File: config.mk
export PLATFORM = sky130hd
export DESIGN_NAME = tty_cooked_line_editor
export DESIGN_NICKNAME = d
export VERILOG_FILES = /design/src/tcle_pkg.sv /design/src/tty_cooked_line_editor.sv /design/src/tcle_dp.sv /design/src/tcle_ctrl.sv
export SDC_FILE = /design/constraint.sdc
export NUM_CORES = 2
export LEC_CHECK = 0
export BUFFER_PORTS_ARGS = -buffer_cell sky130_fd_sc_hd__buf_4
export CAP_MARGIN = 20
export CORE_MARGIN = 2
export CORE_UTILIZATION = 68
export DETAILED_ROUTE_END_ITERATION = 7
export GPL_TIMING_DRIVEN = 0
export PLACE_DENSITY = 0.94
export SETUP_SLACK_MARGIN = 0.05
export SYNTH_ARGS = -nofsm -noshare
export SYNTH_HDL_FRONTEND = slang
export SYNTH_HIERARCHICAL = 1
export SYNTH_SLANG_ARGS = --single-unit
File: constraint.sdc
create_clock -name clk -period 22.7 [get_ports clk]
set_clock_uncertainty 0.1 [all_clocks]
set_input_delay 2.27 -clock clk [delete_from_list [all_inputs] [get_ports clk]]
set_output_delay 2.27 -clock clk [all_outputs]
set_load 0.02 [all_outputs]
File: src/tcle_pkg.sv
// ----------------------------------------------------------------------------
// tcle_pkg
// Shared constants, codes and command/status types of the cooked line editor.
// ----------------------------------------------------------------------------
package tcle_pkg;

  localparam int LINE_SIZE = 32;
  localparam int IDX_W     = $clog2(LINE_SIZE);
  localparam int CUR_W     = $clog2(LINE_SIZE + 1);
  localparam int MAX_RES   = 64;
  localparam int RES_W     = $clog2(MAX_RES);
  localparam int RCNT_W    = $clog2(MAX_RES + 1);

  // configuration register indexes
  localparam int CFG_ADDR_W = 1;
  localparam logic [CFG_ADDR_W-1:0] CFG_RAW_MODE    = 1'd0;
  localparam logic [CFG_ADDR_W-1:0] CFG_ECHO_ENABLE = 1'd1;

  // result kinds
  localparam logic [2:0] K_ECHO    = 3'd0;
  localparam logic [2:0] K_ERASE   = 3'd1;
  localparam logic [2:0] K_BACK    = 3'd2;
  localparam logic [2:0] K_NEWLINE = 3'd3;
  localparam logic [2:0] K_BANNER  = 3'd4;
  localparam logic [2:0] K_LINE    = 3'd5;
  localparam logic [2:0] K_STATUS  = 3'd6;

  // character codes
  localparam logic [7:0] CH_CR     = 8'd13;
  localparam logic [7:0] CH_LF     = 8'd10;
  localparam logic [7:0] CH_TAB    = 8'd9;
  localparam logic [7:0] CH_SPACE  = 8'd32;
  localparam logic [7:0] CH_SUB    = 8'd26;
  localparam logic [6:0] C_CR      = 7'd13;
  localparam logic [6:0] C_LF      = 7'd10;
  localparam logic [6:0] C_KILL_A  = 7'd21;
  localparam logic [6:0] C_KILL_B  = 7'd25;
  localparam logic [6:0] C_RECALL  = 7'd5;
  localparam logic [6:0] C_FWD     = 7'd4;
  localparam logic [6:0] C_FWDWORD = 7'd6;
  localparam logic [6:0] C_BACK    = 7'd19;
  localparam logic [6:0] C_DEL     = 7'h7f;
  localparam logic [6:0] C_BS      = 7'd8;
  localparam logic [6:0] C_RETYPE  = 7'd18;
  localparam logic [6:0] C_LNEXT   = 7'd22;
  localparam logic [6:0] C_WERASE  = 7'd23;
  localparam logic [6:0] C_WBACK   = 7'd1;

  // character classes
  typedef logic [3:0] cls_t;
  localparam cls_t CL_OTHER  = 4'd0;
  localparam cls_t CL_EOL    = 4'd1;
  localparam cls_t CL_KILL   = 4'd2;
  localparam cls_t CL_RECALL = 4'd3;
  localparam cls_t CL_FWD    = 4'd4;
  localparam cls_t CL_FWDW   = 4'd5;
  localparam cls_t CL_BACK   = 4'd6;
  localparam cls_t CL_RUB    = 4'd7;
  localparam cls_t CL_RETYPE = 4'd8;
  localparam cls_t CL_LNEXT  = 4'd9;
  localparam cls_t CL_WERASE = 4'd10;
  localparam cls_t CL_WBACK  = 4'd11;

  // datapath operations
  typedef logic [4:0] op_t;
  localparam op_t OP_NONE      = 5'd0;
  localparam op_t OP_ACCEPT    = 5'd1;
  localparam op_t OP_PUT       = 5'd2;
  localparam op_t OP_TRUNC     = 5'd3;
  localparam op_t OP_EOL       = 5'd4;
  localparam op_t OP_RAW       = 5'd5;
  localparam op_t OP_DLV       = 5'd6;
  localparam op_t OP_DLV_END   = 5'd7;
  localparam op_t OP_CUR_CLR   = 5'd8;
  localparam op_t OP_ERASE1    = 5'd9;
  localparam op_t OP_REC_START = 5'd10;
  localparam op_t OP_REC       = 5'd11;
  localparam op_t OP_REC_END   = 5'd12;
  localparam op_t OP_FWD       = 5'd13;
  localparam op_t OP_BACK      = 5'd14;
  localparam op_t OP_WSTEP     = 5'd15;
  localparam op_t OP_BANNER    = 5'd16;
  localparam op_t OP_RETYPE    = 5'd17;
  localparam op_t OP_LNEXT     = 5'd18;
  localparam op_t OP_STATUS    = 5'd19;
  localparam op_t OP_RD        = 5'd20;
  localparam op_t OP_NEXT      = 5'd21;

  // line read address select
  typedef logic [1:0] rsel_t;
  localparam rsel_t RS_CUR   = 2'd0;
  localparam rsel_t RS_CURM1 = 2'd1;
  localparam rsel_t RS_IDX   = 2'd2;

  typedef struct packed {
    op_t   op;
    logic  show;
    logic  werase;
    rsel_t rsel;
  } cmd_t;

  typedef struct packed {
    cls_t cls;
    logic raw;
    logic echo;
    logic literal;
    logic recall;
    logic cur_zero;
    logic cur_lt_end;
    logic cur_over;
    logic space_rd;
    logic rec_end;
    logic dlv_done;
    logic rt_done;
    logic res_zero;
    logic res_last;
    logic is_sub;
  } sts_t;

  function automatic logic is_space(input logic [7:0] b);
    return (b == CH_SPACE) || ((b >= CH_TAB) && (b <= CH_CR));
  endfunction

endpackage

File: src/tty_cooked_line_editor.sv
// ----------------------------------------------------------------------------
// tty_cooked_line_editor
// Terminal line discipline in cooked mode: edits a line from keyboard bytes
// and emits echo operations and finished line bytes.
// ----------------------------------------------------------------------------
//  channel   direction  payload
//  s_axis    in         tdata[7:0] char_in
//  m_axis    out        tdata[7:0] out_byte, [8] buffer_empty; tuser out_kind;
//                       tlast last
//  cfg       in         cfg_addr 0 raw_mode, 1 echo_enable; cfg_wdata bit 0
//
//  One byte is processed at a time: it is accepted and decoded, each result is
//  built by one datapath operation (word forward/back add a check step per
//  character), then each result is read from the result buffer and offered
//  on m_axis, plus output stalls.
//  Reset clears cursor, edit mark, indexes and flags and sets echo on; no clearing pass.
//  s_axis_tready is low from acceptance until the last result is taken.
// ----------------------------------------------------------------------------
module tty_cooked_line_editor (
  input  logic                             clk,
  input  logic                             rst,
  input  logic                             s_axis_tvalid,
  output logic                             s_axis_tready,
  input  logic [7:0]                       s_axis_tdata,   // [7:0] char_in
  output logic                             m_axis_tvalid,
  input  logic                             m_axis_tready,
  output logic [15:0]                      m_axis_tdata,   // [7:0] out_byte, [8] buffer_empty
  output logic [2:0]                       m_axis_tuser,   // [2:0] out_kind
  output logic                             m_axis_tlast,
  input  logic                             cfg_we,
  input  logic [tcle_pkg::CFG_ADDR_W-1:0]  cfg_addr,
  input  logic                             cfg_wdata
);

  tcle_pkg::cmd_t cmd;
  tcle_pkg::sts_t sts;
  logic [7:0]     out_byte;
  logic           buffer_empty;

  tcle_ctrl u_ctrl (
    .clk       (clk),
    .rst       (rst),
    .in_valid  (s_axis_tvalid),
    .in_ready  (s_axis_tready),
    .out_valid (m_axis_tvalid),
    .out_ready (m_axis_tready),
    .sts       (sts),
    .cmd       (cmd)
  );

  tcle_dp u_dp (
    .clk          (clk),
    .rst          (rst),
    .cmd          (cmd),
    .sts          (sts),
    .char_in      (s_axis_tdata),
    .cfg_we       (cfg_we),
    .cfg_addr     (cfg_addr),
    .cfg_wdata    (cfg_wdata),
    .out_kind     (m_axis_tuser),
    .out_byte     (out_byte),
    .buffer_empty (buffer_empty),
    .last         (m_axis_tlast)
  );

  assign m_axis_tdata = {7'd0, buffer_empty, out_byte};

endmodule

File: src/tcle_dp.sv
// ----------------------------------------------------------------------------
// tcle_dp
// Datapath: line and previous-line stores, cursor, edit mark, flags, result
// buffer and output register. Executes one operation per cycle.
// ----------------------------------------------------------------------------
module tcle_dp (
  input  logic                             clk,
  input  logic                             rst,
  input  tcle_pkg::cmd_t                   cmd,
  output tcle_pkg::sts_t                   sts,
  input  logic [7:0]                       char_in,
  input  logic                             cfg_we,
  input  logic [tcle_pkg::CFG_ADDR_W-1:0]  cfg_addr,
  input  logic                             cfg_wdata,
  output logic [2:0]                       out_kind,
  output logic [7:0]                       out_byte,
  output logic                             buffer_empty,
  output logic                             last
);

  localparam int LS  = tcle_pkg::LINE_SIZE;
  localparam int IW  = tcle_pkg::IDX_W;
  localparam int CW  = tcle_pkg::CUR_W;
  localparam int RW  = tcle_pkg::RES_W;
  localparam int RCW = tcle_pkg::RCNT_W;

  logic [7:0]    line_store [LS];
  logic [7:0]    prev_line  [LS];
  logic [10:0]   res_mem    [tcle_pkg::MAX_RES];

  logic [7:0]    ch;
  logic [CW-1:0] cursor, cursor_next;
  logic [CW-1:0] edit_end, edit_end_next;
  logic [CW-1:0] idx, idx_next;
  logic [CW-1:0] dcount, dcount_next;
  logic          eol, eol_next;
  logic          recall, recall_next;
  logic          literal, literal_next;
  logic          raw_mode, echo_en;
  logic [RCW-1:0] rcount;
  logic [RW-1:0] ridx;
  logic [10:0]   rdata;

  logic [CW-1:0] cur_p1, cur_m1;
  logic [CW-1:0] raddr;
  logic [7:0]    line_rd, prev_rd;
  logic          emit;
  logic [2:0]    emit_kind;
  logic [7:0]    emit_byte;
  tcle_pkg::cls_t cls;

  assign cur_p1 = cursor + CW'(1);
  assign cur_m1 = cursor - CW'(1);

  always_comb begin
    case (cmd.rsel)
      tcle_pkg::RS_CUR:   raddr = cursor;
      tcle_pkg::RS_CURM1: raddr = cur_m1;
      tcle_pkg::RS_IDX:   raddr = idx;
      default:            raddr = cursor;
    endcase
  end

  assign line_rd = line_store[raddr[IW-1:0]];
  assign prev_rd = prev_line[idx[IW-1:0]];

  // character class on the low 7 bits
  always_comb begin
    case (ch[6:0])
      tcle_pkg::C_CR, tcle_pkg::C_LF:         cls = tcle_pkg::CL_EOL;
      tcle_pkg::C_KILL_A, tcle_pkg::C_KILL_B: cls = tcle_pkg::CL_KILL;
      tcle_pkg::C_RECALL:                     cls = tcle_pkg::CL_RECALL;
      tcle_pkg::C_FWD:                        cls = tcle_pkg::CL_FWD;
      tcle_pkg::C_FWDWORD:                    cls = tcle_pkg::CL_FWDW;
      tcle_pkg::C_BACK:                       cls = tcle_pkg::CL_BACK;
      tcle_pkg::C_DEL, tcle_pkg::C_BS:        cls = tcle_pkg::CL_RUB;
      tcle_pkg::C_RETYPE:                     cls = tcle_pkg::CL_RETYPE;
      tcle_pkg::C_LNEXT:                      cls = tcle_pkg::CL_LNEXT;
      tcle_pkg::C_WERASE:                     cls = tcle_pkg::CL_WERASE;
      tcle_pkg::C_WBACK:                      cls = tcle_pkg::CL_WBACK;
      default:                                cls = tcle_pkg::CL_OTHER;
    endcase
  end

  assign sts.cls        = cls;
  assign sts.raw        = raw_mode;
  assign sts.echo       = echo_en;
  assign sts.literal    = literal;
  assign sts.recall     = recall;
  assign sts.cur_zero   = (cursor == '0);
  assign sts.cur_lt_end = (cursor < edit_end);
  assign sts.cur_over   = (cursor > CW'(LS - 3));
  assign sts.space_rd   = tcle_pkg::is_space(line_rd);
  assign sts.rec_end    = (idx == CW'(LS - 3)) || (prev_rd == tcle_pkg::CH_CR);
  assign sts.dlv_done   = (idx == dcount);
  assign sts.rt_done    = (idx >= cursor);
  assign sts.res_zero   = (rcount == '0);
  assign sts.res_last   = ({1'b0, ridx} == rcount - RCW'(1));
  assign sts.is_sub     = (ch == tcle_pkg::CH_SUB);

  // result generation and scalar state updates
  always_comb begin
    emit          = 1'b0;
    emit_kind     = tcle_pkg::K_STATUS;
    emit_byte     = '0;
    cursor_next   = cursor;
    edit_end_next = edit_end;
    idx_next      = idx;
    dcount_next   = dcount;
    eol_next      = eol;
    recall_next   = recall;
    literal_next  = literal;
    case (cmd.op)
      tcle_pkg::OP_PUT: begin
        cursor_next  = cur_p1;
        literal_next = 1'b0;
        emit         = cmd.show;
        emit_kind    = tcle_pkg::K_ECHO;
        emit_byte    = ch;
      end
      tcle_pkg::OP_TRUNC: begin
        idx_next    = '0;
        dcount_next = CW'(LS);
        eol_next    = 1'b0;
      end
      tcle_pkg::OP_EOL: begin
        emit        = 1'b1;
        emit_kind   = tcle_pkg::K_NEWLINE;
        idx_next    = '0;
        dcount_next = cursor + CW'(2);
        eol_next    = 1'b1;
      end
      tcle_pkg::OP_RAW: begin
        idx_next    = '0;
        dcount_next = cur_p1;
        eol_next    = 1'b0;
      end
      tcle_pkg::OP_DLV: begin
        emit      = 1'b1;
        emit_kind = tcle_pkg::K_LINE;
        emit_byte = line_rd;
        idx_next  = idx + CW'(1);
      end
      tcle_pkg::OP_DLV_END: begin
        cursor_next = '0;
        if (eol) begin
          edit_end_next = '0;
          recall_next   = 1'b0;
        end
      end
      tcle_pkg::OP_CUR_CLR: cursor_next = '0;
      tcle_pkg::OP_ERASE1: begin
        cursor_next = cur_m1;
        emit        = 1'b1;
        emit_kind   = tcle_pkg::K_ERASE;
      end
      tcle_pkg::OP_REC_START: idx_next = '0;
      tcle_pkg::OP_REC: begin
        emit      = 1'b1;
        emit_kind = tcle_pkg::K_ECHO;
        emit_byte = prev_rd;
        idx_next  = idx + CW'(1);
      end
      tcle_pkg::OP_REC_END: begin
        cursor_next = idx;
        if (idx != '0) begin
          edit_end_next = idx;
          recall_next   = 1'b1;
        end
      end
      tcle_pkg::OP_FWD: begin
        emit        = 1'b1;
        emit_kind   = tcle_pkg::K_ECHO;
        emit_byte   = line_rd;
        cursor_next = cur_p1;
      end
      tcle_pkg::OP_BACK: begin
        emit        = 1'b1;
        emit_kind   = tcle_pkg::K_BACK;
        cursor_next = cur_m1;
      end
      tcle_pkg::OP_WSTEP: begin
        emit        = 1'b1;
        emit_kind   = cmd.werase ? tcle_pkg::K_ERASE : tcle_pkg::K_BACK;
        cursor_next = cur_m1;
      end
      tcle_pkg::OP_BANNER: begin
        emit      = 1'b1;
        emit_kind = tcle_pkg::K_BANNER;
        idx_next  = '0;
      end
      tcle_pkg::OP_RETYPE: begin
        emit      = 1'b1;
        emit_kind = tcle_pkg::K_ECHO;
        emit_byte = line_rd;
        idx_next  = idx + CW'(1);
      end
      tcle_pkg::OP_LNEXT:  literal_next = 1'b1;
      tcle_pkg::OP_STATUS: emit = 1'b1;
      default: ;
    endcase
    // a raw mode write drops a pending literal
    if (cfg_we && (cfg_addr == tcle_pkg::CFG_RAW_MODE)) begin
      literal_next = 1'b0;
    end
  end

  always_ff @(posedge clk) begin
    if (rst) begin
      cursor   <= '0;
      edit_end <= '0;
      idx      <= '0;
      dcount   <= '0;
      eol      <= 1'b0;
      recall   <= 1'b0;
      literal  <= 1'b0;
      raw_mode <= 1'b0;
      echo_en  <= 1'b1;
      rcount   <= '0;
      ridx     <= '0;
    end else begin
      cursor   <= cursor_next;
      edit_end <= edit_end_next;
      idx      <= idx_next;
      dcount   <= dcount_next;
      eol      <= eol_next;
      recall   <= recall_next;
      literal  <= literal_next;
      if (cfg_we) begin
        if (cfg_addr == tcle_pkg::CFG_RAW_MODE) begin
          raw_mode <= cfg_wdata;
        end else if (cfg_addr == tcle_pkg::CFG_ECHO_ENABLE) begin
          echo_en <= cfg_wdata;
        end
      end
      if (cmd.op == tcle_pkg::OP_ACCEPT) begin
        rcount <= '0;
        ridx   <= '0;
      end else begin
        if (emit && (rcount < RCW'(tcle_pkg::MAX_RES))) begin
          rcount <= rcount + RCW'(1);
        end
        if (cmd.op == tcle_pkg::OP_NEXT) begin
          ridx <= ridx + RW'(1);
        end
      end
    end
  end

  always_ff @(posedge clk) begin
    if (cmd.op == tcle_pkg::OP_ACCEPT) begin
      ch <= char_in;
    end
  end

  // line store: up to two entries written per operation
  always_ff @(posedge clk) begin
    case (cmd.op)
      tcle_pkg::OP_PUT, tcle_pkg::OP_RAW: line_store[cursor[IW-1:0]] <= ch;
      tcle_pkg::OP_EOL: begin
        line_store[cursor[IW-1:0]] <= tcle_pkg::CH_CR;
        line_store[cur_p1[IW-1:0]] <= tcle_pkg::CH_LF;
      end
      tcle_pkg::OP_TRUNC: begin
        line_store[IW'(LS - 2)] <= tcle_pkg::CH_CR;
        line_store[IW'(LS - 1)] <= tcle_pkg::CH_LF;
      end
      tcle_pkg::OP_REC: line_store[idx[IW-1:0]] <= prev_rd;
      default: ;
    endcase
  end

  // previous line: copied during delivery of a finished line
  always_ff @(posedge clk) begin
    if (rst) begin
      prev_line[0] <= tcle_pkg::CH_CR;
    end else if ((cmd.op == tcle_pkg::OP_DLV) && eol) begin
      if (idx < cursor) begin
        prev_line[idx[IW-1:0]] <= line_rd;
      end else if (idx == cursor) begin
        prev_line[idx[IW-1:0]] <= tcle_pkg::CH_CR;
      end
    end
  end

  // result buffer
  always_ff @(posedge clk) begin
    if (emit && (rcount < RCW'(tcle_pkg::MAX_RES))) begin
      res_mem[rcount[RW-1:0]] <= {emit_kind, emit_byte};
    end
    if (cmd.op == tcle_pkg::OP_RD) begin
      rdata <= res_mem[ridx];
    end
  end

  assign out_kind     = rdata[10:8];
  assign out_byte     = rdata[7:0];
  assign buffer_empty = (cursor == '0);
  assign last         = sts.res_last;

endmodule

File: src/tcle_ctrl.sv
// ----------------------------------------------------------------------------
// tcle_ctrl
// Controller: decodes each accepted byte and sequences the datapath through
// the edit, delivers the buffered results, then returns to idle.
// ----------------------------------------------------------------------------
module tcle_ctrl (
  input  logic            clk,
  input  logic            rst,
  input  logic            in_valid,
  output logic            in_ready,
  output logic            out_valid,
  input  logic            out_ready,
  input  tcle_pkg::sts_t  sts,
  output tcle_pkg::cmd_t  cmd
);

  localparam logic [3:0] ST_IDLE   = 4'd0;
  localparam logic [3:0] ST_DISP   = 4'd1;
  localparam logic [3:0] ST_PCHK   = 4'd2;
  localparam logic [3:0] ST_DLV    = 4'd3;
  localparam logic [3:0] ST_ERASE  = 4'd4;
  localparam logic [3:0] ST_REC    = 4'd5;
  localparam logic [3:0] ST_FWD    = 4'd6;
  localparam logic [3:0] ST_FWDCHK = 4'd7;
  localparam logic [3:0] ST_RETYPE = 4'd8;
  localparam logic [3:0] ST_WORD0  = 4'd9;
  localparam logic [3:0] ST_WORD   = 4'd10;
  localparam logic [3:0] ST_WCHK   = 4'd11;
  localparam logic [3:0] ST_FIN    = 4'd12;
  localparam logic [3:0] ST_RD     = 4'd13;
  localparam logic [3:0] ST_OUT    = 4'd14;

  logic [3:0] state, state_next;
  logic       to_rec, to_rec_next;
  logic       werase, werase_next;

  assign in_ready  = (state == ST_IDLE);
  assign out_valid = (state == ST_OUT);

  always_comb begin
    state_next  = state;
    to_rec_next = to_rec;
    werase_next = werase;
    cmd.op      = tcle_pkg::OP_NONE;
    cmd.show    = 1'b0;
    cmd.werase  = werase;
    cmd.rsel    = tcle_pkg::RS_CUR;
    case (state)
      ST_IDLE: begin
        if (in_valid) begin
          cmd.op     = tcle_pkg::OP_ACCEPT;
          state_next = ST_DISP;
        end
      end
      ST_DISP: begin
        state_next = ST_FIN;
        if (sts.literal) begin
          cmd.op     = tcle_pkg::OP_PUT;
          cmd.show   = 1'b1;
          state_next = ST_PCHK;
        end else if (sts.raw) begin
          cmd.op     = tcle_pkg::OP_RAW;
          state_next = ST_DLV;
        end else begin
          case (sts.cls)
            tcle_pkg::CL_EOL: begin
              cmd.op     = tcle_pkg::OP_EOL;
              state_next = ST_DLV;
            end
            tcle_pkg::CL_KILL: begin
              if (sts.echo) begin
                to_rec_next = 1'b0;
                state_next  = ST_ERASE;
              end else begin
                cmd.op = tcle_pkg::OP_CUR_CLR;
              end
            end
            tcle_pkg::CL_RECALL: begin
              if (!sts.recall) begin
                if (sts.echo) begin
                  to_rec_next = 1'b1;
                  state_next  = ST_ERASE;
                end else begin
                  cmd.op = tcle_pkg::OP_CUR_CLR;
                end
              end
            end
            tcle_pkg::CL_FWD: begin
              if (sts.recall && sts.cur_lt_end) begin
                cmd.op = tcle_pkg::OP_FWD;
              end
            end
            tcle_pkg::CL_FWDW: begin
              if (sts.recall) state_next = ST_FWD;
            end
            tcle_pkg::CL_BACK: begin
              if (sts.recall && !sts.cur_zero) cmd.op = tcle_pkg::OP_BACK;
            end
            tcle_pkg::CL_RUB: begin
              if (!sts.cur_zero) cmd.op = tcle_pkg::OP_ERASE1;
            end
            tcle_pkg::CL_RETYPE: begin
              if (sts.echo) begin
                cmd.op     = tcle_pkg::OP_BANNER;
                state_next = ST_RETYPE;
              end
            end
            tcle_pkg::CL_LNEXT: cmd.op = tcle_pkg::OP_LNEXT;
            tcle_pkg::CL_WERASE, tcle_pkg::CL_WBACK: begin
              if (sts.echo) begin
                werase_next = (sts.cls == tcle_pkg::CL_WERASE);
                state_next  = ST_WORD0;
              end
            end
            default: begin
              cmd.op     = tcle_pkg::OP_PUT;
              cmd.show   = sts.echo && !sts.is_sub;
              state_next = ST_PCHK;
            end
          endcase
        end
      end
      ST_PCHK: begin
        if (sts.cur_over) begin
          cmd.op     = tcle_pkg::OP_TRUNC;
          state_next = ST_DLV;
        end else begin
          state_next = ST_FIN;
        end
      end
      ST_DLV: begin
        cmd.rsel = tcle_pkg::RS_IDX;
        if (sts.dlv_done) begin
          cmd.op     = tcle_pkg::OP_DLV_END;
          state_next = ST_FIN;
        end else begin
          cmd.op = tcle_pkg::OP_DLV;
        end
      end
      ST_ERASE: begin
        if (!sts.cur_zero) begin
          cmd.op = tcle_pkg::OP_ERASE1;
        end else if (to_rec) begin
          cmd.op     = tcle_pkg::OP_REC_START;
          state_next = ST_REC;
        end else begin
          state_next = ST_FIN;
        end
      end
      ST_REC: begin
        if (sts.rec_end) begin
          cmd.op     = tcle_pkg::OP_REC_END;
          state_next = ST_FIN;
        end else begin
          cmd.op = tcle_pkg::OP_REC;
        end
      end
      ST_FWD: begin
        if (sts.cur_lt_end) begin
          cmd.op     = tcle_pkg::OP_FWD;
          state_next = ST_FWDCHK;
        end else begin
          state_next = ST_FIN;
        end
      end
      ST_FWDCHK: begin
        // stop after the space that follows a word
        if (sts.space_rd) begin
          if (sts.cur_lt_end) cmd.op = tcle_pkg::OP_FWD;
          state_next = ST_FIN;
        end else begin
          state_next = ST_FWD;
        end
      end
      ST_RETYPE: begin
        cmd.rsel = tcle_pkg::RS_IDX;
        if (sts.rt_done) begin
          state_next = ST_FIN;
        end else begin
          cmd.op = tcle_pkg::OP_RETYPE;
        end
      end
      ST_WORD0: begin
        cmd.rsel = tcle_pkg::RS_CURM1;
        if (!sts.cur_zero && sts.space_rd) cmd.op = tcle_pkg::OP_BACK;
        state_next = ST_WORD;
      end
      ST_WORD: begin
        if (sts.cur_zero) begin
          state_next = ST_FIN;
        end else begin
          cmd.op     = tcle_pkg::OP_WSTEP;
          state_next = ST_WCHK;
        end
      end
      ST_WCHK: begin
        if (sts.space_rd) begin
          cmd.op     = tcle_pkg::OP_FWD;
          state_next = ST_FIN;
        end else begin
          state_next = ST_WORD;
        end
      end
      ST_FIN: begin
        if (sts.res_zero) cmd.op = tcle_pkg::OP_STATUS;
        state_next = ST_RD;
      end
      ST_RD: begin
        cmd.op     = tcle_pkg::OP_RD;
        state_next = ST_OUT;
      end
      ST_OUT: begin
        if (out_ready) begin
          cmd.op     = tcle_pkg::OP_NEXT;
          state_next = sts.res_last ? ST_IDLE : ST_RD;
        end
      end
      default: state_next = ST_IDLE;
    endcase
  end

  always_ff @(posedge clk) begin
    if (rst) begin
      state  <= ST_IDLE;
      to_rec <= 1'b0;
      werase <= 1'b0;
    end else begin
      state  <= state_next;
      to_rec <= to_rec_next;
      werase <= werase_next;
    end
  end

endmodule
==> results of run 1 <==
-- cell families after synthesis --
logic type,share of synthesized area
flops,0.653
simple gates,0.0890
compound gates,0.0730
mux,0.148
buf+inv,0.0247
xor+xnor,0.00546
fa+ha+maj,0.00734
other cells,0.0000688
-- cell usage after synthesis (37+ instances only) --
cell	n
nor2_1	424
buf_1	37
nor3_1	47
dfxtp_1	309
a211oi_1	133
nand2_1	331
buf_2	82
nand3_1	90
a211o_1	38
inv_1	47
o21ai_0	134
mux4_2	317
a21oi_1	125
edfxtp_1	979
mux2i_1	83
clkbuf_1	105
-- through the flow --
| step | hold WS [ps] | cell area [sq um] | utilization | instances |
|---|---|---|---|---|
| detailed placement | 347 | 56600 | 0.715 | 4854 |
| CTS | 356 | 60600 | 0.765 | 5079 |
| global placement | 343 | 56100 | 0.709 | 4823 |
| floorplan | 330 | 54600 | - | 3744 |
-- layer usage --
metal / GRT overflow / track usage
met1: 0 / 0.699
met2: 2 / 0.822
met3: 1 / 0.570
met4: 1 / 0.622
met5: 0 / 0.386
==> results.yml, run 1 <==
status:
  outcome: "stopped before the end"
  stop_stage: "5_1_grt"
  tool.error: "[ERROR GRT-0232] Routing congestion too high. Check the congestion heatmap in the GUI."
yosys:
  synth_cell_types: 91
  yosys_warnings: 6
  synth_edf_count: 979
  ys_seq_area_frac: 0.653
  avgSynthCellArea_sq_um: 14.6
  synth_top_area_share: 0.539
  synth.largest_area_cell: "edfxtp_1"
  ys_ff_latch: 1288
  syn-instance-count: 3738
  synth.area.top_cells: "edfxtp_1 54%, mux4_2 13%, dfxtp_1 11%"
  syn_area_sq_um: 54500
  synthArstFlopShare: 0
  synth_ff_type: "edfxtp_1"
place:
  post-dp-hpwl_microns: 131000
  place_ws_ps: 11190
  gp_congestion: 1.07
  port_buffers: 29
clocking:
  cts_made_buffers: 120
  cts_resized: 0
  cts_buffer_depth: 3
  cts_max_level: 3
  root_buffer: "clkbuf_16"
  cts_setup_buffers: 0
  cts_sinks: 1288
  postCtsHoldBufs: 0
grt:
  grt_remaining_overflow: 4
  grt_max_degree: 48
  grt_use_total: 0.686
floorplanning:
  chipWidth_microns: 287
  io_pins: 37
  start_util: 0.689
  rows: 103
  die_h_microns: 287
==> inputs of run 2 (changes only) <==
- CORE_UTILIZATION: 68 -> 40
- PLACE_DENSITY: 0.94 -> not set
- PLACE_DENSITY_LB_ADDON: not set -> 0.15
- SETUP_SLACK_MARGIN: 0.05 -> not set
==> results.yml, run 2 <==
layout:
  drive_above_1_share: 0.205
  final_common_cell: "edfxtp_1"
  final_cell_mix: "979 x edfxtp_1, 419 x nor2_1, 331 x nand2_1, 317 x mux4_2, 309 x dfxtp_1"
  syn2layout_area_growth_pct: 15.0
  nFillCells: 11800
  diodes: 0
  fin_nets: 4067
  largest_register_ffs: 704
worst_setup_path:
  cp-end-kind: "flop"
  critical_path.max_stage_delay_ps: 870
  required_ps: 23120
  critical_path_class: "flop to flop"
  slowest_stage: "clkbuf_1"
  r2r_start: "u_ctrl/state[0]"
  crit_top_cell: "clkbuf_1"
  critical_path.max_fanout: 10
  reg2reg_setup_slack_ps: 11350
  cp-start-kind: "flop"
  r2r-end: "u_dp/res_mem[31][9]"
  worstPathArrival_ps: 11780
  reg2regPathDepth: 31
yosys:
  synth.area.top_cells: "edfxtp_1 54%, mux4_2 13%, dfxtp_1 11%"
  yosys-top-cells-count: "979 x edfxtp_1, 424 x nor2_1, 331 x nand2_1"
  synth.largest_area_cell: "edfxtp_1"
  yosys_warnings: 6
  ys_ff_latch: 1288
  synth_edf_count: 979
  synth_top_family_by_area: "multiplexers"
  ys_seq_area_frac: 0.653
  synth-compound-area-share: 0.0730
  avgSynthCellArea_sq_um: 14.6
  synth_xor_area_frac: 0.00546
  synth_top_area_share: 0.539
  syn-instance-count: 3738
  synth_cell_types: 91
  syn_area_sq_um: 54500
  synth_ff_type: "edfxtp_1"
  muxShareOfSynthArea: 0.148
  yosysMostFrequentCell: "edfxtp_1"
  yosys.area_share.simple: 0.0890
  synthArstFlopShare: 0
  synth_fa_ha_area_frac: 0.00734
clocking:
  cts_tree: "yes"
  cts_max_level: 4
  cts_sinks: 1288
  cts.clk_slew.worst_paths_ps: 60
  cts_resized: 0
  cts_buffer_depth: 3
  insertion_delay_ps: 780
  cts_made_buffers: 140
  root_buffer: "clkbuf_16"
  cts_setup_buffers: 0
  postCtsHoldBufs: 0
pwr:
  pwr-share-clk: 0.341
  power_density_nw_per_um2: 104
  power_frac_seq: 0.431
  p_int_uw: 4450
  switching_share: 0.318
  irDropWorstVdd_v: 0.0000621
  leakage_uw: 0.0210
  p_comb_frac: 0.228
  switchingPower_uw: 2080
hold_path:
  whs_path_depth: 2
  whs_endpoint: "u_dp/edit_end[1]"
  holdCritStartpoint: "u_dp/edit_end[1]"
  hold_path_class: "flop to flop"
sta:
  setup_viol: 0
  finalHoldViolCount: 0
  post-route-min-period_ps: 11350
  rsz0062_at_grt: "no"
  finalMaxSlewViolations: 0
  fmax_mhz: 88.1
  tightest_slew_ps: 1180
  slew_headroom: 0.215
  finalCritPeriodShare: 0.500
  finalSetupTns_ps: 0
  setup_ws_ps: 11350
place:
  port_buffers: 29
  place_ws_ps: 11030
  post-dp-hpwl_microns: 117000
  gp_congestion: 0.983
floorplanning:
  rows: 135
  start_util: 0.403
  dieArea_sq_um: 139000
  core_area_sq_um: 135000
  chipWidth_microns: 373
  io_pins: 37
  die_h_microns: 373
grt:
  grt_use_total: 0.238
  antenna_found_initial: 7
  grt_max_degree: 45
  grt_pass1_wl_microns: 240000
  grt_pass1_vias: 33500
  grt_remaining_overflow: 0
drt:
  drt_pass1_iterations: 6
  vias: 34700
  drt_wl_total_microns: 167000
  antenna_left: 0
  drt-initial-drc-count: 4383
  wl_per_cell_microns: 28.3
  drt_drc_violations_left: 0
  vias_per_cell: 5.88
status:
  outcome: "completed"
job:
  max-cap-violations: 0
-- run 2: cell counts after synthesis --
Identical to the previous run, type by type.
-- run 2: kinds of logic after synthesis --
family	after synthesis
flops	1288
simple gates	1082
compound gates	595
mux	406
buf+inv	300
xor+xnor	34
fa+ha+maj	32
other cells	1
-- run 2: worst max path at each step --
stage                                      end       startpoint  cells after the start
after floorplan             u_dp/res_mem[0][1]  u_ctrl/state[3]                     26
after global placement      u_dp/res_mem[7][5]  u_ctrl/state[0]                     26
after detailed placement   u_dp/res_mem[60][9]  u_ctrl/state[0]                     28
after CTS                  u_dp/res_mem[63][7]  u_ctrl/state[0]                     29
after global routing      u_dp/res_mem[23][10]  u_ctrl/state[0]                     30
final                      u_dp/res_mem[31][9]  u_ctrl/state[0]                     31
-- run 2: cell type report --
type,instances,area [sq um],share of cell area
Clock inverter,59,563,0.00898
Timing Repair Buffer,134,1390,0.0221
Tap cell,1781,2230,0.0355
Sequential cell,1288,35600,0.567
Multi-Input combinational cell,2156,17700,0.283
Clock buffer,184,3880,0.0618
Buffer,252,1170,0.0186
Inverter,48,180,0.00287
-- run 2: metal layers --
| layer | GRT usage | part of all wire | vias to the layer above |
|---|---|---|---|
| li1 | - | - | 15100 |
| met1 | 0.340 | 0.44 | 17800 |
| met2 | 0.360 | 0.45 | 1506 |
| met3 | 0.0521 | 0.081 | 300 |
| met4 | 0.0804 | 0.033 | 6 |
| met5 | 0 | 0.00021 | - |
-- run 2: critical path, delay by kind of cell, from the launching register on --
| kind | cells | cell delay [ps] |
|---|---|---|
| buffers and inverters | 9 | 3940 |
| and+or+nand+nor | 12 | 3260 |
| AOI/OAI and AO/OA | 9 | 2960 |
| DFF | 1 | 480 |
| adders and majority gates | 1 | 310 |
-- run 2: power by group through the flow --
stage	registers, uW	clock network (uW)	logic (uW)
floorplan	2860	0	744
global placement	2910	0	1350
detailed placement	2860	0	1440
CTS	2820	2270	1450
global route	2820	2360	1550
finish	2820	2220	1490
-- run 2: metrics by stage --
stage | instance area (sq um) | cells | util | hold slack (ps) | total power [uW]
after detailed placement | 57900 | 5612 | 0.428 | 344 | 4310
after floorplan | 54600 | 3744 | - | 330 | 3600
after CTS | 62300 | 5855 | 0.461 | 353 | 6540
after global placement | 57000 | 5554 | 0.421 | 341 | 4260
after global routing | 62700 | 5902 | 0.464 | 369 | 6730
final | 62700 | 5902 | 0.464 | 350 | 6530
No activity file was read; power rests on OpenSTA's default activity.
